`src/tdpc_pkg.sv`:
```
package tdpc_pkg;

	localparam int NUM_W = 24;
	localparam int CNT_W = 21;
	localparam int DIV_CNT_W = $clog2(NUM_W + 1);

	localparam logic [NUM_W-1:0] FIRST_PRIME = NUM_W'(2);
	localparam logic [NUM_W-1:0] FIRST_ODD_DIVISOR = NUM_W'(3);

	typedef struct packed {
		logic             kind;
		logic [NUM_W-1:0] number;
	} req_t;

	typedef struct packed {
		logic             is_prime;
		logic [CNT_W-1:0] prime_count;
	} rsp_t;

	typedef struct packed {
		logic             start;
		logic [NUM_W-1:0] dividend;
		logic [NUM_W-1:0] divisor;
	} div_cmd_t;

	typedef struct packed {
		logic             done;
		logic [NUM_W-1:0] quot;
		logic [NUM_W-1:0] rem;
	} div_res_t;

endpackage

```
`src/tdpc_div.sv`:
```
module tdpc_div (
	input  logic              clk,
	input  logic              arst_n,
	input  tdpc_pkg::div_cmd_t cmd,
	output tdpc_pkg::div_res_t res
);
	import tdpc_pkg::*;

	logic                 busy_q;
	logic                 done_q;
	logic [DIV_CNT_W-1:0] cnt_q;
	logic [NUM_W-1:0]     rem_q;
	logic [NUM_W-1:0]     quo_q;
	logic [NUM_W-1:0]     dvs_q;
	logic [NUM_W:0]       rem_shift;
	logic [NUM_W:0]       diff;

	// One restoring step per cycle: shift in the next dividend bit and try the subtract.
	assign rem_shift = {rem_q, quo_q[NUM_W-1]};
	assign diff      = rem_shift - {1'b0, dvs_q};

	always_ff @(posedge clk or negedge arst_n) begin
		if (!arst_n) begin
			busy_q <= 1'b0;
			done_q <= 1'b0;
			cnt_q  <= '0;
		end else begin
			done_q <= !cmd.start && busy_q && (cnt_q == DIV_CNT_W'(NUM_W - 1));
			if (cmd.start) begin
				busy_q <= 1'b1;
				cnt_q  <= '0;
			end else if (busy_q) begin
				if (cnt_q == DIV_CNT_W'(NUM_W - 1)) begin
					busy_q <= 1'b0;
				end
				cnt_q <= cnt_q + 1'b1;
			end
		end
	end

	always_ff @(posedge clk) begin
		if (cmd.start) begin
			rem_q <= '0;
			quo_q <= cmd.dividend;
			dvs_q <= cmd.divisor;
		end else if (busy_q) begin
			if (!diff[NUM_W]) begin
				rem_q <= diff[NUM_W-1:0];
				quo_q <= {quo_q[NUM_W-2:0], 1'b1};
			end else begin
				rem_q <= rem_shift[NUM_W-1:0];
				quo_q <= {quo_q[NUM_W-2:0], 1'b0};
			end
		end
	end

	assign res.done = done_q;
	assign res.quot = quo_q;
	assign res.rem  = rem_q;

endmodule

```
`src/trial_division_prime_counter.sv`:
```
// Test mode: values below 2 or even are settled without the divider; otherwise
// odd trial divisors from 3 upward are tried, about sqrt(number)/2 divisors.
// Count mode repeats that test for every candidate from 2 to number, each also passing ST_CHECK and ST_FIN.
// The single bit-serial divider does every trial division; one request is worked at a time.
// Reset clears the sequencer and the result valid; no memory needs clearing.
module trial_division_prime_counter (
	input  logic           clk,
	input  logic           arst_n,
	input  logic           req_valid,
	output logic           req_stall,
	input  tdpc_pkg::req_t req,
	output logic           rsp_valid,
	input  logic           rsp_stall,
	output tdpc_pkg::rsp_t rsp
);
	import tdpc_pkg::*;

	localparam logic [1:0] ST_IDLE  = 2'd0;
	localparam logic [1:0] ST_CHECK = 2'd1;
	localparam logic [1:0] ST_DIV   = 2'd2;
	localparam logic [1:0] ST_FIN   = 2'd3;

	logic [1:0]       state_q;
	logic             kind_q;
	logic [NUM_W-1:0] num_q;
	logic [NUM_W-1:0] cand_q;
	logic [NUM_W-1:0] d_q;
	logic [CNT_W-1:0] cnt_q;
	logic             verdict_q;
	logic             rsp_valid_q;
	rsp_t             rsp_q;
	div_cmd_t         div_cmd;
	div_res_t         div_res;
	logic             trivial;
	logic             trivial_prime;
	logic             div_prime;
	logic             div_comp;
	logic             out_free;

	tdpc_div u_div (
		.clk    (clk),
		.arst_n (arst_n),
		.cmd    (div_cmd),
		.res    (div_res)
	);

	assign trivial       = (cand_q < FIRST_PRIME) || !cand_q[0];
	assign trivial_prime = (cand_q == FIRST_PRIME);
	// Once the divisor passes the quotient, no factor up to the square root exists.
	assign div_prime     = div_res.done && (d_q > div_res.quot);
	assign div_comp      = div_res.done && !div_prime && (div_res.rem == '0);
	assign out_free      = !rsp_valid_q || !rsp_stall;

	always_comb begin
		div_cmd.dividend = cand_q;
		div_cmd.divisor  = FIRST_ODD_DIVISOR;
		div_cmd.start    = 1'b0;
		if (state_q == ST_CHECK) begin
			div_cmd.start = !trivial && !trivial_prime;
		end else if (state_q == ST_DIV) begin
			div_cmd.divisor = d_q + NUM_W'(2);
			div_cmd.start   = div_res.done && !div_prime && !div_comp;
		end
	end

	always_ff @(posedge clk or negedge arst_n) begin
		if (!arst_n) begin
			state_q     <= ST_IDLE;
			rsp_valid_q <= 1'b0;
		end else begin
			if (state_q == ST_FIN && !(kind_q && cand_q < num_q) && out_free) begin
				rsp_valid_q <= 1'b1;
			end else if (rsp_valid_q && !rsp_stall) begin
				rsp_valid_q <= 1'b0;
			end
			case (state_q)
				ST_IDLE: begin
					if (req_valid) begin
						state_q <= (req.kind && req.number < FIRST_PRIME) ? ST_FIN : ST_CHECK;
					end
				end
				ST_CHECK: begin
					if (trivial || trivial_prime) begin
						state_q <= ST_FIN;
					end else begin
						state_q <= ST_DIV;
					end
				end
				ST_DIV: begin
					if (div_prime || div_comp) begin
						state_q <= ST_FIN;
					end
				end
				ST_FIN: begin
					if (kind_q && cand_q < num_q) begin
						state_q <= ST_CHECK;
					end else if (out_free) begin
						state_q <= ST_IDLE;
					end
				end
				default: begin
					state_q <= ST_IDLE;
				end
			endcase
		end
	end

	always_ff @(posedge clk) begin
		case (state_q)
			ST_IDLE: begin
				kind_q    <= req.kind;
				num_q     <= req.number;
				cand_q    <= req.kind ? FIRST_PRIME : req.number;
				cnt_q     <= '0;
				verdict_q <= 1'b0;
			end
			ST_CHECK: begin
				d_q       <= FIRST_ODD_DIVISOR;
				verdict_q <= trivial_prime;
				if (trivial_prime) begin
					cnt_q <= cnt_q + 1'b1;
				end
			end
			ST_DIV: begin
				if (div_cmd.start) begin
					d_q <= div_cmd.divisor;
				end
				if (div_prime) begin
					verdict_q <= 1'b1;
					cnt_q     <= cnt_q + 1'b1;
				end else if (div_comp) begin
					verdict_q <= 1'b0;
				end
			end
			ST_FIN: begin
				if (kind_q && cand_q < num_q) begin
					cand_q <= cand_q + 1'b1;
				end else if (out_free) begin
					rsp_q.is_prime    <= verdict_q;
					rsp_q.prime_count <= kind_q ? cnt_q : '0;
				end
			end
			default: begin
				cand_q <= cand_q;
			end
		endcase
	end

	assign req_stall = (state_q != ST_IDLE);
	assign rsp_valid = rsp_valid_q;
	assign rsp       = rsp_q;

	a_div_done_in_div: assert property (@(posedge clk) disable iff (!arst_n)
		div_res.done |-> state_q == ST_DIV)
		else $error("divider finished outside of a division step");

	a_cand_in_range: assert property (@(posedge clk) disable iff (!arst_n)
		(state_q != ST_IDLE && kind_q && num_q >= FIRST_PRIME) |-> cand_q <= num_q)
		else $error("count candidate ran past the limit");

	a_divisor_odd: assert property (@(posedge clk) disable iff (!arst_n)
		(state_q == ST_DIV) |-> (d_q[0] && d_q >= FIRST_ODD_DIVISOR))
		else $error("trial divisor is not an odd value of at least three");

	a_test_count_zero: assert property (@(posedge clk) disable iff (!arst_n)
		$rose(rsp_valid_q) && !kind_q |-> rsp_q.prime_count == '0)
		else $error("test mode request returned a nonzero count");

endmodule
```
`config.mk`:
```
export PLATFORM = sky130hd
export DESIGN_NAME = trial_division_prime_counter
export DESIGN_NICKNAME = d
export VERILOG_FILES = /design/src/tdpc_pkg.sv /design/src/tdpc_div.sv /design/src/trial_division_prime_counter.sv
export SDC_FILE = /design/constraint.sdc
export NUM_CORES = 1
export LEC_CHECK = 0
export BUFFER_PORTS_ARGS = -buffer_cell sky130_fd_sc_hd__clkbuf_2
export CAP_MARGIN = 10
export CORE_UTILIZATION = 51
export CTS_CLUSTER_SIZE = 24
export DETAILED_ROUTE_END_ITERATION = 10
export PLACE_DENSITY = 0.74
export SYNTH_ARGS = -nofsm -noshare
export SYNTH_HDL_FRONTEND = slang
export SYNTH_HIERARCHICAL = 1
export SYNTH_SLANG_ARGS = --single-unit
```
`constraint.sdc`:
```
create_clock -name clk -period 5.9 [get_ports clk]
set_clock_uncertainty 0.05 [all_clocks]
set_input_delay 0.59 -clock clk [delete_from_list [all_inputs] [get_ports clk]]
set_output_delay 0.59 -clock clk [all_outputs]
set_load 0.05 [all_outputs]
```
==> flow_summary.toml, run 1 <==
[outcome]
status = "completed"

[die]
die_w_um = 153.3
row_count = 55
top_level_ports = 53
initial_utilization_pct = 51.75
coreArea_sq_um = 22570
die_h_um = 153.3
die_area_sq_um = 23510

[routing]
final_antenna_net_count = 0
route.detailed.drc = 0
vias_per_cell = 5.828
drt_iter0_drc = 632
wl_per_cell_um = 17.05
vias = 8637
firstDrtPassIters = 5
routed_wl_um = 25260

[layout]
fin_util_pct = 56.84
fillerInstances = 1879
regArea_sq_um = 5685
num_antenna_cells = 0
syn_to_final_growth_pct = 9.833
multi_input_area_sq_um = 5483
nets = 1294
drive_gt1_share_pct = 11.61

[pwr]
powerDensity_nw_per_um2 = 601.2
fin_total_pwr_uw = 7713
vdd_drop_max_mv = 0.2545
power.leakage_uw = 0.005158

[global_route]
grt_busiest_layer = "met2"
grt_pass1_wl_um = 40770
track_usage_pct = 21.85
met3_usage_pct = 3.771
use_met1_pct = 29.65
antenna_found_initial = 0
grt_overflow = 0
grt_max_degree = 78
grt_pass1_vias = 8096
grtUsageMet2_pct = 36.36

[sta]
setup_violations = 0
rsz0062_at_grt = "no"
timing.final.crit_share_pct = 64.02
tightest_slew_ns = 1.169
fin_ws_ns = 2.123
slew_headroom_pct = 22.05
hold_violations = 0
period_minus_slack_ns = 3.777
max_freq_mhz = 264.7
setup_tns_ns = 0
drv_slew = 0
hold_ws_ns = 0.2929

[critical_path]
worst-setup-path-type = "reg2reg"
cp_max_fo = 24
endpoint_kind = "flip-flop"
start_kind = "flip-flop"
cp_data_arrival_time_ns = 3.68
required_ns = 5.80
r2r_setup_slack_ns = 2.12

[placement]
hpwl_um = 17830
gp_congestion = 0.8620
dp_slack_ns = 2.189
portBuffers = 52

[clocking]
cts_resized = 0
cts_root_buf = "clkbuf_16"
clkSinkCount = 199
cts_setup_buffers = 0
path_clk_slew_ns = 0.09
cts_tree = "yes"
cts_buffer_depth = 2
numCtsBuffers = 17
holdBufCountCts = 1
clkLatencyLatePin_ns = 0.45
htree_num_levels = 4

[flow_run]
max_cap_viol_count = 0

[synth]
yosysUniqueCellTypes = 70
netlist_area_sq_um = 11680
synth_top_flop_cell = "edfxtp_1"
postSynthAreaPerCell_sq_um = 10.18
async_reset_ff_share_pct = 5.025
synth_nets = 1257
ys_warn_count = 6
yosysTopAreaCellShare_pct = 42.42
syn_inst = 1147
synth_seq_cells = 199
synth_edf_count = 165
synth_top_cell_by_area = "edfxtp_1"
seq_area_frac_synth_pct = 48.67
synth_top_cells_by_area = "edfxtp_1 (42%), ha_1 (8.6%), dfxtp_1 (4.1%)"

[min_path]
hp-class = "in2reg"
## worst max-delay path, stage by stage, from the launching register on
cell and delay (ns):
edfxtp_1 0.55, nor4_1 0.43, nand4_1 0.19, nor4_2 0.31, o21ai_1 0.11, a21boi_0 0.52, nor2_4 0.08, inv_1 0.34
nand2_1 0.69
## logic make-up (layout without fill, tap and decap cells)
| logic type | Yosys count | after routing | share of synthesized area (%) |
|---|---|---|---|
| and+or+nand+nor | 426 | 426 | 18.03 |
| DFF | 199 | 199 | 48.67 |
| adders and majority gates | 81 | 81 | 8.740 |
| buffers and inverters | 139 | 189 | 4.649 |
| AOI/OAI and AO/OA | 185 | 185 | 10.38 |
| xor gates and xnor gates | 78 | 78 | 5.848 |
| muxes | 39 | 39 | 3.685 |
## final timing paths
check                                startpoint                          to  cells past startpoint
max                        cand_q[11]$_DFFE_PP_   u_div/quo_q[22]$_DFFE_PP_                      8
min                                      req[0]          num_q[0]$_DFFE_PP_                      1
max reg2reg                cand_q[11]$_DFFE_PP_   u_div/quo_q[22]$_DFFE_PP_                      8
min reg2reg                 verdict_q$_DFFE_PP_           rsp[21]$_DFFE_PP_                      0
max in group asynchronous                arst_n  u_div/cnt_q[3]$_DFFE_PN0P_                      2
min in group asynchronous                arst_n  u_div/cnt_q[2]$_DFFE_PN0P_                      2
## Yosys cell counts (13+ instances only)
cell      number
nor2_1       117
o22ai_1       19
and2_1        27
o21ai_0       30
a21oi_1       46
ha_1          80
mux2_2        24
clkbuf_1      36
dfxtp_1       24
edfxtp_1     165
nor4_1        16
mux2i_1       13
inv_1         94
nor3_1        19
nand3_1       47
a21o_1        17
xnor2_1       40
nand2_1      108
xor2_1        38
nand4_1       25
and3_1        17
## sequential cells by signal (all words and copies together), names as in the netlist
register / flops
u_div/cnt_q: 5
u_div/quo_q: 24
state_q: 2
d_q: 24
num_q: 24
u_div/busy_q: 1
rsp_valid: 1
u_div/rem_q: 24
u_div/done_q: 1
cnt_q: 21
u_div/dvs_q: 24
verdict_q: 1
kind_q: 1
rsp: 22
cand_q: 24
## placed cells by master, fill, tap and decap left out, types with 5 or more instances in the layout
master,synthesis,routed
a211oi_1,11,11
a21o_1,17,17
a21oi_1,46,44
a21oi_2,3,5
a311oi_1,11,11
and2_1,27,27
and3_1,17,17
buf_4,2,10
clkbuf_16,0,17
clkbuf_2,0,52
clkinv_8,0,6
dfrtp_1,10,10
dfxtp_1,24,24
edfxtp_1,165,165
ha_1,80,80
inv_1,94,94
mux2_2,24,24
mux2i_1,13,13
nand2_1,108,108
nand2b_1,11,11
nand3_1,47,47
nand4_1,25,25
nor2_1,117,116
nor3_1,19,18
nor4_1,16,16
o21ai_0,30,29
o21ai_1,8,8
o22ai_1,19,19
or3_1,11,11
xnor2_1,40,40
xor2_1,38,38
## where the power goes
part / total, uW / internal (uW) / leakage, uW / switching (uW)
Combinational: 3590 / 1390 / 0.00294 / 2200
Sequential: 2950 / 2390 / 0.00194 / 556
Clock: 1180 / 575 / 0.000286 / 604
## layer usage
layer,part of all wire (%),vias up,wire length (um)
met5,0,-,0
met4,1.5,0,381
met3,5.8,29,1456
met2,48,267,12040
met1,45,4119,11380
li1,-,4222,-
## area by class of cell
class,count,share of cell area (%)
Inverter,94,2.750
Tap cell,285,2.779
Clock inverter,15,1.414
Timing Repair Buffer,63,2.692
Clock buffer,17,3.316
Multi-Input combinational cell,809,42.73
Sequential cell,199,44.31
## stage by stage
step | cell area [sq um] | std cells
5_1_grt | 12830 | 1482
2_1_floorplan | 11680 | 1147
4_1_cts | 12830 | 1482
6_report | 12830 | 1482
3_3_place_gp | 12210 | 1449
3_5_place_dp | 12210 | 1449
(Power assumes the default switching activity.)
==> run 2, diff against run 1 <==
ABC_AREA = 1   (was unset)
clock period = 3.6 ns   (was 5.9 ns; I/O delays follow)
==> run 2 against run 1 <==
Critical path depth grew 6. Synthesized cell count is 44% higher. Clock power up 69%. Sequential share of layout area decreased by 3.9 points. Wire length increased by 17%. Final area grew 9.7%. Final cell count is 38% higher.
==> flow_summary.toml, run 2 <==
[outcome]
status = "completed"

[routing]
vias_per_cell = 5.213
drt_iter0_drc = 851
vias = 10700
firstDrtPassIters = 6
route.detailed.drc = 0
final_antenna_net_count = 0
wl_per_cell_um = 14.44
routed_wl_um = 29620

[clocking]
cts_tree = "yes"
path_clk_slew_ns = 0.09
cts_buffer_depth = 2
cts_setup_buffers = 0
cts_root_buf = "clkbuf_16"
htree_num_levels = 4
clkLatencyLatePin_ns = 0.45
cts_resized = 0
clkSinkCount = 199
numCtsBuffers = 17

[die]
initial_utilization_pct = 52.34
die_w_um = 160.4
coreArea_sq_um = 24460
die_area_sq_um = 25740
top_level_ports = 53
die_h_um = 160.4
row_count = 57

[sta]
hold_violations = 0
setup_violations = 0
rsz0062_at_grt = "no"
setup_tns_ns = 0
max_freq_mhz = 329.6
period_minus_slack_ns = 3.034
timing.final.crit_share_pct = 84.29
drv_slew = 0
slew_headroom_pct = 21.55
tightest_slew_ns = 1.177

[synth]
synth_top_cells_by_area = "edfxtp_1 (39%), nand2_1 (15%), inv_1 (8.8%)"
synth_seq_cells = 199
ys_warn_count = 6
postSynthAreaPerCell_sq_um = 7.741
synth_top_flop_cell = "edfxtp_1"
seq_area_frac_synth_pct = 44.41
synth_edf_count = 165
syn_inst = 1654
async_reset_ff_share_pct = 5.025
yosysMostFrequentCell = "nand2_1"
synth_common_cells = "nand2_1 (526), inv_1 (301), edfxtp_1 (165)"
synth_top_cell_by_area = "edfxtp_1"
yosysUniqueCellTypes = 55
synth_nets = 1764
yosysTopAreaCellShare_pct = 38.70
netlist_area_sq_um = 12800

[global_route]
grt_pass1_vias = 10200
use_met1_pct = 31.67
grt_overflow = 0
grt_busiest_layer = "met2"
grt_max_degree = 31
antenna_found_initial = 0
track_usage_pct = 23.92
grt_pass1_wl_um = 49050
met3_usage_pct = 3.512
grtUsageMet2_pct = 39.65

[critical_path]
cp_max_fo = 30
required_ns = 3.87
start_kind = "flip-flop"
endpoint_kind = "flip-flop"
cp_data_arrival_time_ns = 3.31
worst-setup-path-type = "reg2reg"

[layout]
fillerInstances = 2187
drive_gt1_share_pct = 9.144
mostFrequentLayoutCells = "nand2_1 (525), inv_1 (301), edfxtp_1 (165), nor2_1 (151), ha_1 (80)"
num_antenna_cells = 0
final_common_cell = "nand2_1"
syn_to_final_growth_pct = 9.968
nets = 1825

[pwr]
fin_total_pwr_uw = 14180
powerDensity_nw_per_um2 = 1007
power.leakage_uw = 0.006847
vdd_drop_max_mv = 0.5486

[min_path]
hp-class = "in2reg"

[placement]
hpwl_um = 22230
portBuffers = 52
gp_congestion = 0.9498

[flow_run]
max_cap_viol_count = 0
## run 2: per-stage QoR
| stage | instance area [sq um] | utilization [%] | std cells | hold WS, ns | setup WS, ns |
|---|---|---|---|---|---|
| after floorplan | 12800 | - | 1654 | 0.01441 | 0.1713 |
| after global placement | 13460 | 55.01 | 2019 | 0.2083 | 0.6960 |
| after detailed placement | 13460 | 55.01 | 2019 | 0.2162 | 0.5626 |
| after CTS | 14080 | 57.56 | 2052 | 0.04376 | 0.5391 |
| after global routing | 14080 | 57.56 | 2052 | 0.04386 | 0.2614 |
| final | 14080 | 57.56 | 2052 | 0.05400 | 0.5656 |
## run 2: logic make-up after synthesis
kind of cell | after synthesis | synth area share [%]
compound gates | 141 | 6.225
xor+xnor | 23 | 1.573
fa+ha+maj | 81 | 7.974
buf+inv | 331 | 9.948
flops | 199 | 44.41
simple gates | 879 | 29.87
## run 2: critical path: stages (launching register included)
cell	delay, ns
edfxtp_1	0.49
ha_1	0.35
nand2_1	0.07
nor2_1	0.14
nand2_1	0.09
nor2_1	0.17
nand2_1	0.07
nand3_1	0.09
nand2_1	0.10
nand4_1	0.11
nand2_2	0.31
nor2_1	0.20
buf_4	0.32
inv_1	0.09
o32ai_1	0.26
## run 2: cell type report
cell class,instances,area (sq um),share of cell area (%)
well taps,324,405.4,2.879
multi-input cells,1124,5859,41.62
inverters,308,1156,8.211
flip-flops and latches,199,5685,40.38
repair buffers,65,360.3,2.559
clock inverters,14,183.9,1.306
clock buffers,18,429.2,3.048
## run 2: repair_timing
item	in CTS	in global routing
hold endpoints to repair	10	0
setup endpoints to repair	0	0
hold buffers	1	0
## run 2: path summary, 6_finish.rpt
| kind | start | end | depth (start not counted) | slack [ns] |
|---|---|---|---|---|
| max reg2reg | d_q[18]$_SDFFCE_PP0P_ | u_div/cnt_q[2]$_DFFE_PN0P_ | 14 | 0.57 |
| min in group asynchronous | arst_n | rsp_valid$_DFFE_PN0P_ | 2 | 0.29 |
| max in group asynchronous | arst_n | u_div/cnt_q[2]$_DFFE_PN0P_ | 2 | 2.96 |
| min reg2reg | verdict_q$_DFFE_PP_ | rsp[21]$_DFFE_PP_ | 0 | 0.42 |
| min | req[12] | num_q[12]$_DFFE_PP_ | 1 | 0.05 |
| max | d_q[18]$_SDFFCE_PP0P_ | u_div/cnt_q[2]$_DFFE_PN0P_ | 14 | 0.57 |
## run 2: layer usage
layer,vias to the layer above,wire (um)
met5,-,0
met4,0,770
met3,50,1595
met2,298,13610
met1,4915,13650
li1,5435,-
## run 2: where the power goes
part / total (uW) / switching (uW) / internal (uW)
clock: 1990 / 987 / 1010
combinational: 7210 / 4810 / 2410
sequential: 4970 / 1010 / 3960
total: 14200 / 6800 / 7370
